$ cat config.mk
export PLATFORM = sky130hd
export DESIGN_NAME = tour_order_crossover
export DESIGN_NICKNAME = d
export VERILOG_FILES = /design/src/hw/rtl/toc_pkg.sv /design/src/hw/rtl/tour_order_crossover.sv /design/src/hw/rtl/toc_ram.sv
export SDC_FILE = /design/constraint.sdc
export NUM_CORES = 1
export LEC_CHECK = 0
export ABC_AREA = 0
export ABC_CLOCK_PERIOD_IN_PS = 3300
export BUFFER_PORTS_ARGS = -buffer_cell sky130_fd_sc_hd__buf_2
export CORE_MARGIN = 2
export CORE_UTILIZATION = 55
export CTS_CLUSTER_DIAMETER = 50
export DETAILED_ROUTE_END_ITERATION = 10
export PLACE_DENSITY = 0.74
export SLEW_MARGIN = 20
export SYNTH_ARGS = -nofsm -noshare
export SYNTH_HDL_FRONTEND = slang
export SYNTH_SLANG_ARGS = --single-unit
export TNS_END_PERCENT = 20
$ cat constraint.sdc
create_clock -name i_clk -period 3.3 [get_ports i_clk]
set_input_delay 0.33 -clock i_clk [delete_from_list [all_inputs] [get_ports i_clk]]
set_output_delay 0.33 -clock i_clk [all_outputs]
set_load 0.02 [all_outputs]
$ cat src/hw/rtl/toc_pkg.sv
package toc_pkg;

    localparam int MAX_CITIES = 64;
    localparam int MIN_CITIES = 2;

    localparam int CITY_W = 6;
    localparam int CFG_W  = 7;
    localparam int POS_W  = $clog2(MAX_CITIES);
    localparam int CNT_W  = POS_W + 1;
    localparam int NUM_CITY_IDS = 1 << CITY_W;

    localparam logic [CFG_W-1:0] CITY_COUNT_RESET = CFG_W'(MAX_CITIES);

    typedef enum logic [1:0] {
        FAULT_OK        = 2'd0,
        FAULT_BOUNDS    = 2'd1,
        FAULT_EXHAUSTED = 2'd2
    } t_fault;

    typedef enum logic [1:0] {
        S_IDLE,
        S_MARK,
        S_RD,
        S_CHK
    } t_state;

endpackage

$ cat src/hw/rtl/tour_order_crossover.sv
// channel   | direction | handshake              | payload
// ----------+-----------+------------------------+-------------------------------------------
// request   | in        | start, busy            | first/second city, seg start/end, last_in
// result    | out       | o_strobe (one cycle)   | child city, last_out, fault
// config    | in        | i_cfg_wr_en            | i_cfg_wr_data (city count)
//
// a load request without last_in leaves busy low
// a run marks the segment through the single parent memory read port, then copies each
// segment position from the first parent, scans second-parent entries for unmarked cities,
// and gives a zero city with an exhausted fault for each slot left once the scan runs out
// synchronous reset clears control state and sets the city count to 64; parent memory contents stay undefined
// results cannot be stalled; the start-beyond-end fault comes in the cycle after the request
module tour_order_crossover (
    input  logic                        i_clk,
    input  logic                        i_rst_n,
    input  logic                        start,
    output logic                        busy,
    input  logic [toc_pkg::CITY_W-1:0]  i_first_city,
    input  logic [toc_pkg::CITY_W-1:0]  i_second_city,
    input  logic [toc_pkg::CITY_W-1:0]  i_seg_start,
    input  logic [toc_pkg::CITY_W-1:0]  i_seg_end,
    input  logic                        i_last_in,
    input  logic                        i_cfg_wr_en,
    input  logic [toc_pkg::CFG_W-1:0]   i_cfg_wr_data,
    output logic                        o_strobe,
    output logic [toc_pkg::CITY_W-1:0]  o_child_city,
    output logic                        o_last_out,
    output logic [1:0]                  o_fault
);

    localparam int CITY_W = toc_pkg::CITY_W;
    localparam int CFG_W  = toc_pkg::CFG_W;
    localparam int POS_W  = toc_pkg::POS_W;
    localparam int CNT_W  = toc_pkg::CNT_W;
    localparam int IDS    = toc_pkg::NUM_CITY_IDS;
    localparam logic [CNT_W-1:0] LOAD_FULL = CNT_W'(toc_pkg::MAX_CITIES);
    localparam logic [CFG_W-1:0] CNT_MAX   = CFG_W'(toc_pkg::MAX_CITIES);
    localparam logic [CFG_W-1:0] CNT_MIN   = CFG_W'(toc_pkg::MIN_CITIES);

    toc_pkg::t_state r_state, n_state;

    logic [CFG_W-1:0]  r_city_count;
    logic [CNT_W-1:0]  r_load_pos, n_load_pos;
    logic [CNT_W-1:0]  r_n, n_n;
    logic [CNT_W-1:0]  r_start, n_start;
    logic [CNT_W-1:0]  r_end, n_end;
    logic [CNT_W-1:0]  r_pos, n_pos;
    logic [CNT_W-1:0]  r_scan, n_scan;
    logic [IDS-1:0]    r_marks, n_marks;
    logic              r_rv, n_rv;
    logic              r_strobe, n_strobe;
    logic [CITY_W-1:0] r_city, n_city;
    logic              r_last, n_last;
    logic [1:0]        r_fault, n_fault;

    logic                   ram_we;
    logic [POS_W-1:0]       ram_raddr;
    logic [2*CITY_W-1:0]    ram_q;
    logic [CITY_W-1:0]      q_first, q_second;

    logic             accept;
    logic [CFG_W-1:0] run_len, end_clamp;
    logic             seg_bad;
    logic             in_seg, exhausted, pos_last, mark_issue, city_free;

    assign busy     = (r_state != toc_pkg::S_IDLE);
    assign accept   = start && !busy;
    assign q_first  = ram_q[2*CITY_W-1:CITY_W];
    assign q_second = ram_q[CITY_W-1:0];

    always_comb begin
        if (r_city_count < CNT_MIN) begin
            run_len = CNT_MIN;
        end else if (r_city_count > CNT_MAX) begin
            run_len = CNT_MAX;
        end else begin
            run_len = r_city_count;
        end
        end_clamp = (CFG_W'(i_seg_end) > run_len) ? run_len : CFG_W'(i_seg_end);
        seg_bad   = CFG_W'(i_seg_start) > end_clamp;
    end

    assign in_seg     = (r_pos >= r_start) && (r_pos < r_end);
    assign exhausted  = (r_scan >= r_n);
    assign pos_last   = ((r_pos + CNT_W'(1)) == r_n);
    assign mark_issue = (r_pos < r_end);
    assign city_free  = !r_marks[q_second];

    assign ram_we = accept && (r_load_pos != LOAD_FULL);

    toc_ram #(
        .DATA_W (2 * CITY_W),
        .ADDR_W (POS_W)
    ) u_parent_ram (
        .i_clk     (i_clk),
        .i_wr_en   (ram_we),
        .i_wr_addr (r_load_pos[POS_W-1:0]),
        .i_wr_data ({i_first_city, i_second_city}),
        .i_rd_addr (ram_raddr),
        .o_rd_data (ram_q)
    );

    // next state
    always_comb begin
        n_state = r_state;
        unique case (r_state)
            toc_pkg::S_IDLE: begin
                if (accept && i_last_in && !seg_bad) n_state = toc_pkg::S_MARK;
            end
            toc_pkg::S_MARK: begin
                if (!mark_issue && !r_rv) n_state = toc_pkg::S_RD;
            end
            toc_pkg::S_RD: begin
                if (!in_seg && exhausted) begin
                    if (pos_last) n_state = toc_pkg::S_IDLE;
                end else begin
                    n_state = toc_pkg::S_CHK;
                end
            end
            toc_pkg::S_CHK: begin
                if ((in_seg || city_free) && pos_last) n_state = toc_pkg::S_IDLE;
                else n_state = toc_pkg::S_RD;
            end
            default: n_state = toc_pkg::S_IDLE;
        endcase
    end

    // datapath and outputs
    always_comb begin
        n_load_pos = r_load_pos;
        n_n        = r_n;
        n_start    = r_start;
        n_end      = r_end;
        n_pos      = r_pos;
        n_scan     = r_scan;
        n_marks    = r_marks;
        n_rv       = 1'b0;
        n_strobe   = 1'b0;
        n_city     = r_city;
        n_last     = 1'b0;
        n_fault    = r_fault;
        ram_raddr  = r_pos[POS_W-1:0];
        unique case (r_state)
            toc_pkg::S_IDLE: begin
                if (accept) begin
                    if (r_load_pos != LOAD_FULL) n_load_pos = r_load_pos + CNT_W'(1);
                    if (i_last_in) begin
                        n_load_pos = '0;
                        n_n        = CNT_W'(run_len);
                        n_start    = CNT_W'(i_seg_start);
                        n_end      = CNT_W'(end_clamp);
                        n_pos      = CNT_W'(i_seg_start);
                        n_marks    = '0;
                        if (seg_bad) begin
                            n_strobe = 1'b1;
                            n_city   = '0;
                            n_last   = 1'b1;
                            n_fault  = toc_pkg::FAULT_BOUNDS;
                        end
                    end
                end
            end
            toc_pkg::S_MARK: begin
                // read one segment entry per cycle, mark it when the data returns
                if (mark_issue) begin
                    n_pos = r_pos + CNT_W'(1);
                    n_rv  = 1'b1;
                end
                if (r_rv) n_marks[q_first] = 1'b1;
                if (!mark_issue && !r_rv) begin
                    n_pos  = '0;
                    n_scan = '0;
                end
            end
            toc_pkg::S_RD: begin
                if (in_seg) begin
                    ram_raddr = r_pos[POS_W-1:0];
                end else begin
                    ram_raddr = r_scan[POS_W-1:0];
                    if (exhausted) begin
                        n_strobe = 1'b1;
                        n_city   = '0;
                        n_last   = pos_last;
                        n_fault  = toc_pkg::FAULT_EXHAUSTED;
                        n_pos    = r_pos + CNT_W'(1);
                    end
                end
            end
            toc_pkg::S_CHK: begin
                if (in_seg) begin
                    n_strobe = 1'b1;
                    n_city   = q_first;
                    n_last   = pos_last;
                    n_fault  = toc_pkg::FAULT_OK;
                    n_pos    = r_pos + CNT_W'(1);
                end else begin
                    // scan pointer only moves forward, earlier entries stay placed
                    n_scan = r_scan + CNT_W'(1);
                    if (city_free) begin
                        n_marks[q_second] = 1'b1;
                        n_strobe = 1'b1;
                        n_city   = q_second;
                        n_last   = pos_last;
                        n_fault  = toc_pkg::FAULT_OK;
                        n_pos    = r_pos + CNT_W'(1);
                    end
                end
            end
            default: begin
                n_rv = 1'b0;
            end
        endcase
    end

    always_ff @(posedge i_clk) begin
        if (!i_rst_n) begin
            r_state      <= toc_pkg::S_IDLE;
            r_city_count <= toc_pkg::CITY_COUNT_RESET;
            r_load_pos   <= '0;
            r_marks      <= '0;
            r_rv         <= 1'b0;
            r_strobe     <= 1'b0;
        end else begin
            r_state    <= n_state;
            r_load_pos <= n_load_pos;
            r_marks    <= n_marks;
            r_rv       <= n_rv;
            r_strobe   <= n_strobe;
            if (i_cfg_wr_en) r_city_count <= i_cfg_wr_data;
        end
    end

    always_ff @(posedge i_clk) begin
        r_n     <= n_n;
        r_start <= n_start;
        r_end   <= n_end;
        r_pos   <= n_pos;
        r_scan  <= n_scan;
        r_city  <= n_city;
        r_last  <= n_last;
        r_fault <= n_fault;
    end

    assign o_strobe     = r_strobe;
    assign o_child_city = r_city;
    assign o_last_out   = r_last;
    assign o_fault      = r_fault;

endmodule

$ cat src/hw/rtl/toc_ram.sv
module toc_ram #(
    parameter int DATA_W = 12,
    parameter int ADDR_W = 6
) (
    input  logic              i_clk,
    input  logic              i_wr_en,
    input  logic [ADDR_W-1:0] i_wr_addr,
    input  logic [DATA_W-1:0] i_wr_data,
    input  logic [ADDR_W-1:0] i_rd_addr,
    output logic [DATA_W-1:0] o_rd_data
);

    localparam int DEPTH = 1 << ADDR_W;

    logic [DATA_W-1:0] mem [DEPTH];
    logic [DATA_W-1:0] r_rd_data;

    always_ff @(posedge i_clk) begin
        if (i_wr_en) begin
            mem[i_wr_addr] <= i_wr_data;
        end
        r_rd_data <= mem[i_rd_addr];
    end

    assign o_rd_data = r_rd_data;

endmodule

Yosys cells after proc, flatten, opt, wreduce, memory -nomap -nowiden
Memory sizes are Yosys's and may differ from the RTL's. A register that Yosys moved wholly into a read port is not among the register bits.
Cells that the tools add are included.
{"block": "totals", "regBits": 125, "latchBits": 0, "ram_bits": 768, "romBits": 0, "inputBits": 36, "word_cells": 149, "n_memories": 1}
{"name": "u_parent_ram.mem", "depth": 64, "word_bits": 12, "read_ports": 1, "rd_clocked_by_memory_dff": 1, "write_ports": 1, "line_no": "toc_ram.sv:15", "rtl": "logic [DATA_W-1:0] mem [DEPTH];"}
{"block": "classes", "add_sub_neg": 3, "multipliers": 0, "div_mod_pow": 0, "order_cmp": 11, "n_eq_ne": 18, "n_shift": 0, "muxes": 69, "n_bitwise": 2, "reduce_logical": 31}
{"cell": "2-to-1 mux 64 bit", "count": 5}
{"cell": "one-hot mux 64 bit (3 select lines)", "count": 1}
{"cell": "bitwise OR 64 bit", "count": 2}
{"cell": "2-to-1 mux 7 bit", "count": 15}
{"cell": "2-to-1 mux 6 bit", "count": 9}
{"cell": "one-hot mux 7 bit (4 select lines)", "count": 1}
{"cell": "2-to-1 mux 2 bit", "count": 12}
{"cell": "adder 7 x 1 -> 7 bit (second input constant)", "count": 3}
{"cell": "!= test 2 bit (second input constant)", "count": 10}
{"cell": "one-hot mux 6 bit (3 select lines)", "count": 1}
{"cell": "2-to-1 mux 1 bit", "count": 17}
{"cell": "greater-than comparator 6 x 7 -> 1 bit", "count": 2}
{"cell": "< comparator 6 x 7 -> 1 bit (second input constant)", "count": 2}
{"cell": "one-hot mux 7 bit (2 select lines)", "count": 1}
{"cell": "demux 1 bit (select 6 bit)", "count": 2}
{"cell": "greater-or-equal comparator 6 x 1 -> 1 bit (second input constant)", "count": 2}
{"cell": "AND reduction 3 bit", "count": 4}
{"cell": "AND reduction 6 bit", "count": 2}
{"cell": "logical AND 1 bit", "count": 10}
{"cell": "!= test 3 bit (second input constant)", "count": 3}
{"cell": "one-hot mux 2 bit (4 select lines)", "count": 1}
{"cell": "equality test 7 bit", "count": 1}
{"cell": "greater-or-equal comparator 7 x 6 -> 1 bit", "count": 1}
{"cell": "greater-or-equal comparator 7 bit", "count": 1}
{"cell": "other kinds (16)", "count": 26}

Longest topological paths before layout
{"block": "depth", "word_depth": 10, "mapped_depth": 18, "mapped_depth_nobuf": 18}

Hierarchy
Synthesis repeated with hierarchy kept, for this count alone.
{"block": "hier_totals", "hier_cells": 2017, "hier_area_um2": 36685.2}
{"module": "toc_ram", "n_inst": 1, "cells_per_inst": 1339, "area_per_inst_um2": 29861.1, "seq_area_each_um2": 23302.3}
{"module": "tour_order_crossover", "n_inst": 1, "cells_per_inst": 678, "area_per_inst_um2": 6824.0, "seq_area_each_um2": 2922.8}

Worst setup path before layout
OpenSTA, ideal clock, no wires.
{"block": "synth_path", "path_kind": "register to register", "startpoint": "register r_city_count[6]", "endpoint": "register r_city[0] (netlist: o_child_city[0]) (enable)", "setup_ns": 0.329, "arrival_ns": 3.156, "slack_ns": -0.184, "path_stages_with_launch": 16, "period_less_slack_ns": 3.484, "path_cell_list": "dfxtp_1 > clkbuf_1 > nor2b_1 > inv_1 > ha_1 > nand4b_1 > o31ai_2 > mux2_2 > ha_1 > nor2b_1 > o21ai_0 > a21oi_1 > a211oi_1 > nor2_1 > nand3_1 > nand2_1"}
{"block": "synth_between", "elab_chain_len": 8, "word_cells_on_any_way": 9, "classes_between": "4 x order compare; 1 x eq/ne; 3 x mux; 1 x reduce/logical"}
{"element": "from (decl)", "line_no": "tour_order_crossover.sv:42", "rtl": "logic [CFG_W-1:0] r_city_count;"}
{"element": "from (signal assigned)", "line_no": "tour_order_crossover.sv:218", "rtl": "r_city_count <= toc_pkg::CITY_COUNT_RESET;"}
{"element": "from (signal assigned)", "line_no": "tour_order_crossover.sv:229", "rtl": "if (i_cfg_wr_en) r_city_count <= i_cfg_wr_data;"}
{"element": "greater-than comparator 7 bit", "line_no": "tour_order_crossover.sv:74", "rtl": "end else if (r_city_count > CNT_MAX) begin"}
{"element": "2-to-1 mux 7 bit", "line_no": "tour_order_crossover.sv:74"}
{"element": "2-to-1 mux 7 bit *", "line_no": "tour_order_crossover.sv:72", "rtl": "if (r_city_count < CNT_MIN) begin"}
{"element": "named net run_len[4]", "line_no": "tour_order_crossover.sv:62", "rtl": "logic [CFG_W-1:0] run_len, end_clamp;"}
{"element": "greater-than comparator 6 x 7 -> 1 bit *", "line_no": "tour_order_crossover.sv:79", "rtl": "end_clamp = (CFG_W'(i_seg_end) > run_len) ? run_len : CFG_W'(i_seg_end);"}
{"element": "2-to-1 mux 7 bit *", "line_no": "tour_order_crossover.sv:79"}
{"element": "named net end_clamp[0]", "line_no": "tour_order_crossover.sv:62"}
{"element": "greater-than comparator 6 x 7 -> 1 bit *", "line_no": "tour_order_crossover.sv:80", "rtl": "seg_bad = CFG_W'(i_seg_start) > end_clamp;"}
{"element": "!= test 2 bit (no line) *"}
{"element": "AND reduction 7 bit (no line) *"}
{"element": "to (signal assigned)", "line_no": "tour_order_crossover.sv:239", "rtl": "r_city <= n_city;"}
{"element": "to (decl)", "line_no": "tour_order_crossover.sv:52", "rtl": "logic [CITY_W-1:0] r_city, n_city;"}
Mark *: on every way through the listed nets, which the timed path passes. The rest lies on a longest branch.
A chain may end at the register's enable or synchronous reset.

Worst setup path in the final report
{"block": "layout_path", "startpoint": "register r_pos[5]", "endpoint": "register u_parent_ram.r_rd_data[10] (netlist: u_parent_ram.o_rd_data[10]) (read register of u_parent_ram.mem)"}
{"block": "layout_between", "elab_chain_len": 4, "word_cells_on_any_way": 5, "classes_between": "2 x order compare; 2 x mux; 1 x reduce/logical"}
{"element": "from (decl)", "line_no": "tour_order_crossover.sv:47", "rtl": "logic [CNT_W-1:0] r_pos, n_pos;"}
{"element": "from (signal assigned)", "line_no": "tour_order_crossover.sv:237", "rtl": "r_pos <= n_pos;"}
{"element": "greater-or-equal comparator 7 x 6 -> 1 bit / < comparator 7 bit (equally long branches)", "line_no": "tour_order_crossover.sv:83", "rtl": "assign in_seg = (r_pos >= r_start) && (r_pos < r_end);"}
{"element": "logical AND 1 bit", "line_no": "tour_order_crossover.sv:83"}
{"element": "2-to-1 mux 6 bit", "line_no": "tour_order_crossover.sv:176", "rtl": "if (in_seg) begin"}
{"element": "2-to-1 mux 6 bit *", "line_no": "tour_order_crossover.sv:143", "rtl": "unique case (r_state)"}
{"element": "to (decl)", "line_no": "toc_ram.sv:16", "rtl": "logic [DATA_W-1:0] r_rd_data;"}
Every way passes the cells marked *; elsewhere a longest branch is shown, timed or not.

==> results.md <==
Outcome:
- The run finished, with violations left.
- The checks that failed: negative setup slack.

Clock tree:
- The clock tree synthesis step divided the H-tree into 3 levels.
- The clock net in this run drives a total of 905 sinks.
- The clock reaches the later pin of the worst-skew pair after 0.67 ns.
- The clock slew seen by the registers of the worst setup and hold paths is 0.06 ns.
- The CTS tree is built.
- The root buffer cell chosen for the clock tree is clkbuf_16.
- The maximum clock path buffer count is 3.
- The CTS buffer count is 94.

Pwr:
- The maximum VDD drop is 644 uV.
- The internal power of the cells totals 25.4 mW.
- The share of total power dissipated in sequential elements is 34.8%.
- The analysis attributes to net switching a power of 12.8 mW.
- The share of total power dissipated in combinational logic is 37.8%.
- The share of total power dissipated in the clock network is 27.4%.
- In this run the power density over the cells is 858 mW/mm^2.
- For this design the static power due to leakage is 16.0 nW.
- Of the total power, the share spent switching nets is 33.5%.

Global routing:
- The maximum number of pins on one net before global-route repair is 70.
- The global-route usage over all layers is 27.0%.
- The number of global-route vias before repair was 22600.
- The initial antenna violation count came to 0.
- The global-route wire length before repair is 140000 um.
- The overflow left after global routing is 0.

Detailed routing:
- The DRC violation total after the first TritonRoute iteration is 2799.
- The final layout contains routed wiring with a total length of 95900 um.
- The first detailed-routing pass ran for 6 iterations.
- The routed via count divided by cell count is 6.36.
- The routed layout has 23000 vias.
- The number of design rule violations left after detail routing is 0.
- After detailed routing, the average wire length per cell comes to 26.6 um.
- The number of nets with antenna violations after routing is 0.

Synth:
- After synthesis, the most frequently instantiated cells are edfxtp_1, mux2i_1, o22ai_1, nor2_1, dfxtp_1.
- The number of distinct library cells after synthesis is 58.
- Ranked by total cell area, the synthesized netlist is headed by edfxtp_1, mux2i_1, dfxtp_1.
- Yosys mapped a number of flops with a built-in enable equal to 810.
- After technology mapping, the gate count stands at 2385.
- For this run, the number of Yosys warnings is 0.
- In this run, synthesis produced a sequential element count of 905.
- Of all cell types, the one taking the most synthesized area is edfxtp_1.
- The synthesized netlist devotes 7.96% of its cell area to compound gates.
- The total nets after synthesis is 2455.
- Measured against the total synthesized area, the mux share comes to 11.9%.
- The area share of the largest cell type after synthesis is 66.1%.
- Sequential cells were found to cover 71.3% of the synthesized design area.
- The synthesized netlist occupies a cell area of 0.0368 mm^2.
- Each instance of the synthesized netlist takes up on average 15.4 um^2.
- After synthesis, the largest family of logic cells by area is multiplexers.
- The most instantiated library cell after synthesis is edfxtp_1.
- After Yosys synthesis, and, or, nand and nor cells account for 4.61% of the synthesized area.
- The most used flip-flop cell after synthesis is edfxtp_1.
- Of the total synthesized cell area, the portion taken by XOR and XNOR cells is 0.500%.
- The fraction of synthesis flops using an asynchronous set or reset pin is 0%.
- The synthesized netlist devotes 1.16% of its cell area to adder and majority cells.

Layout:
- The post-route netlist has 23.6% of its cells at a drive strength greater than 1.
- At the end of the flow the core is filled with cells to 67.6%.
- The number of nets in the layout is 2733.
- The area growth from synthesis to layout is 21.2%.

Critical path:
- The internal reg-to-reg setup slack is -0.39 ns.
- Grouping stages by cell kind, the critical path spends the most delay in compound AO/OA/AOI/OAI gates.
- The endpoint identified for the worst register-to-register timing path is u_parent_ram.o_rd_data[10]$_DFF_P_.
- The peak per-stage delay on the critical path is 0.46 ns.
- In this run the number of cells on the critical path is 14.
- The startpoint class of the critical path is a register.
- The worst path required time is 3.84 ns.
- The worst-path cell with the longest stage delay is o41ai_4.
- The startpoint of the worst-slack reg-to-reg timing path is r_pos[5]$_DFFE_PP_.
- Of all nets on the critical path, the largest fanout is 16.
- The worst setup path is captured at a register.
- Data arrives at the worst endpoint at 4.23 ns.
- The length in cells of the worst reg-to-reg path is 14.
- The critical path is of the register to register type.
- The critical path goes through ha_1, a211oi_2, o21ai_2, a21boi_4, mux2i_4, buf_12, buf_16, buf_4, buf_16, mux2i_2, o22ai_2, o41ai_4, buf_4, o2111ai_1.
- The most critical setup path has its endpoint at u_parent_ram.o_rd_data[10]$_DFF_P_.
- The number of buffer and inverter stages on the critical path is 5.
- The launch point of the worst path is r_pos[5]$_DFFE_PP_.

Timing:
- The number of hold violations in the final report is 0.
- Across the routed clock network, the largest skew measured is 0.0432 ns.
- The number of slew-limit violations in the final report is 0.
- Setup slack on the critical path of the routed design comes to -0.391 ns.
- Setup violations remaining at the end of the flow were counted as 23.
- The ratio of final minimum period to clock period is 112%.
- Based on the critical path, the design can be clocked at up to 0.271 GHz.
- The time the final worst path needs with I/O delays and setup is 3.69 ns.
- The worst slew slack as a fraction of its limit is 22.3%.
- For the pin with the worst max-slew slack, the measured transition is 1.16 ns.
- Across all hold checks on the routed design, the worst slack comes to 0.0634 ns.
- Setup repair after global routing could not meet its margin everywhere.

Floorplan:
- In this run the vertical extent of the chip is 263 um.
- The standard cell core area is 0.0660 mm^2.
- The die is 263 um wide.
- 47 I/O pins were placed.
- Row generation in the floorplan step produced 94 rows.
- The starting utilization of the core area is 55.7%.
- The die footprint is 0.0690 mm^2.

Place:
- The detailed placer's ending HPWL is 56800 um.
- Routability-driven placement finished with a final weighted congestion of 0.902.
- The count of port buffers added during placement is 46.

Worst hold path:
- The class of the worst hold path is input port to register.

Flow run:
- The max-capacitance violation count is 0.
[worst min path at each step]
stage	from	to	cells past startpoint
finish	i_seg_end[1]	r_end[1]$_DFFE_PP_	2
global route	i_seg_end[1]	r_end[1]$_DFFE_PP_	2
CTS	i_seg_end[1]	r_end[1]$_DFFE_PP_	2
detailed placement	r_marks[20]$_SDFFE_PN0P_	r_marks[20]$_SDFFE_PN0P_	2
global placement	r_marks[12]$_SDFFE_PN0P_	r_marks[12]$_SDFFE_PN0P_	2
floorplan	i_seg_start[0]	r_start[0]$_DFFE_PP_	0
[registers in the layout, summed over array words and instances, names as in the netlist, 2 cells and up]
name                    count
u_parent_ram.mem          768
r_marks                    64
r_load_pos                  7
o_fault                     2
u_parent_ram.o_rd_data     12
r_city_count                7
o_child_city                6
r_start                     6
r_pos                       7
r_scan                      7
r_n                         7
r_state                     2
r_end                       7
[layout by cell type (no fill, tap or decap), drive strengths merged, types with 4 or more instances in the layout]
cell and count:
o22ai 259, o41ai 36, dlygate4sd3 14, nor2b 20, edfxtp 810, dfxtp 95
nand2 45, o2111ai 12, o21ai 18, nor4b 4, mux2 9, clkinv 39
xnor2 15, nand2b 15, mux2i 405, mux4 10, clkinvlp 7, or3 7
nor4 16, nor3b 6, nand3b 14, inv 49, ha 34, bufinv 8
nand3 27, a31oi 8, a211oi 4, clkbuf 117, a21oi 84, buf 311
nor2 177, xor2 6, a21o 9, or3b 7, a41oi 4, o32ai 4
[per-stage QoR]
step                      setup WS [ns]  cell area [um^2]  TNS (ns)  std cells  total power [mW]
after global placement           -0.694             39600     -8.69       3369              25.0
final                            -0.391             44600     -4.84       3606              38.3
after detailed placement         -0.719             39600     -9.08       3369              25.2
after global routing             -0.518             44600     -8.03       3605              39.4
after floorplan                 0.00223             36800         0       2385              20.4
after CTS                        -0.263             43700     -4.69       3578              36.9
[final cells by class]
| cell class | instances | area [um^2] |
|---|---|---|
| Antenna cell | 1 | 2.50 |
| Clock buffer | 110 | 2440 |
| Clock inverter | 64 | 657 |
| Fill cell | 4217 | 21400 |
| Inverter | 39 | 146 |
| Multi-Input combinational cell | 1289 | 10700 |
| Sequential cell | 905 | 26200 |
| Tap cell | 864 | 1080 |
| Timing Repair Buffer | 334 | 3340 |
[power groups by stage]
| stage | logic, mW | clock network, mW | registers, mW |
|---|---|---|---|
| 2_1_floorplan | 7.18 | 0 | 13.3 |
| 3_3_place_gp | 11.5 | 0 | 13.5 |
| 3_5_place_dp | 11.7 | 0 | 13.5 |
| 4_1_cts | 13.1 | 10.6 | 13.3 |
| 5_1_grt | 15.0 | 11.0 | 13.3 |
| 6_report | 14.5 | 10.5 | 13.3 |
[kinds of logic after synthesis]
group	count (synthesis)
compound gates	454
xor+xnor	21
fa+ha+maj	34
buf+inv	191
flops	905
mux	424
other cells	1
simple gates	355
[metal layers]
| metal | vias to the layer above | track usage, % | share of wire (%) |
|---|---|---|---|
| met5 | - | 0 | 0 |
| met4 | 0 | 10.9 | 3.7 |
| met3 | 208 | 4.80 | 9.6 |
| met2 | 1241 | 43.5 | 48 |
| met1 | 11500 | 36.5 | 39 |
| li1 | 9958 | - | - |
[what timing repair did]
item                                    in CTS  in global routing
gates resized for setup                     85                 93
hold endpoints to repair                    13                  0
buffers inserted                            18                 21
endpoints found under the setup margin      24                 51
pin swaps                                   19                 31
hold buffers                                14                  0
cloned                                       4                  7
Note: power is estimated with default switching activity, not from simulation.
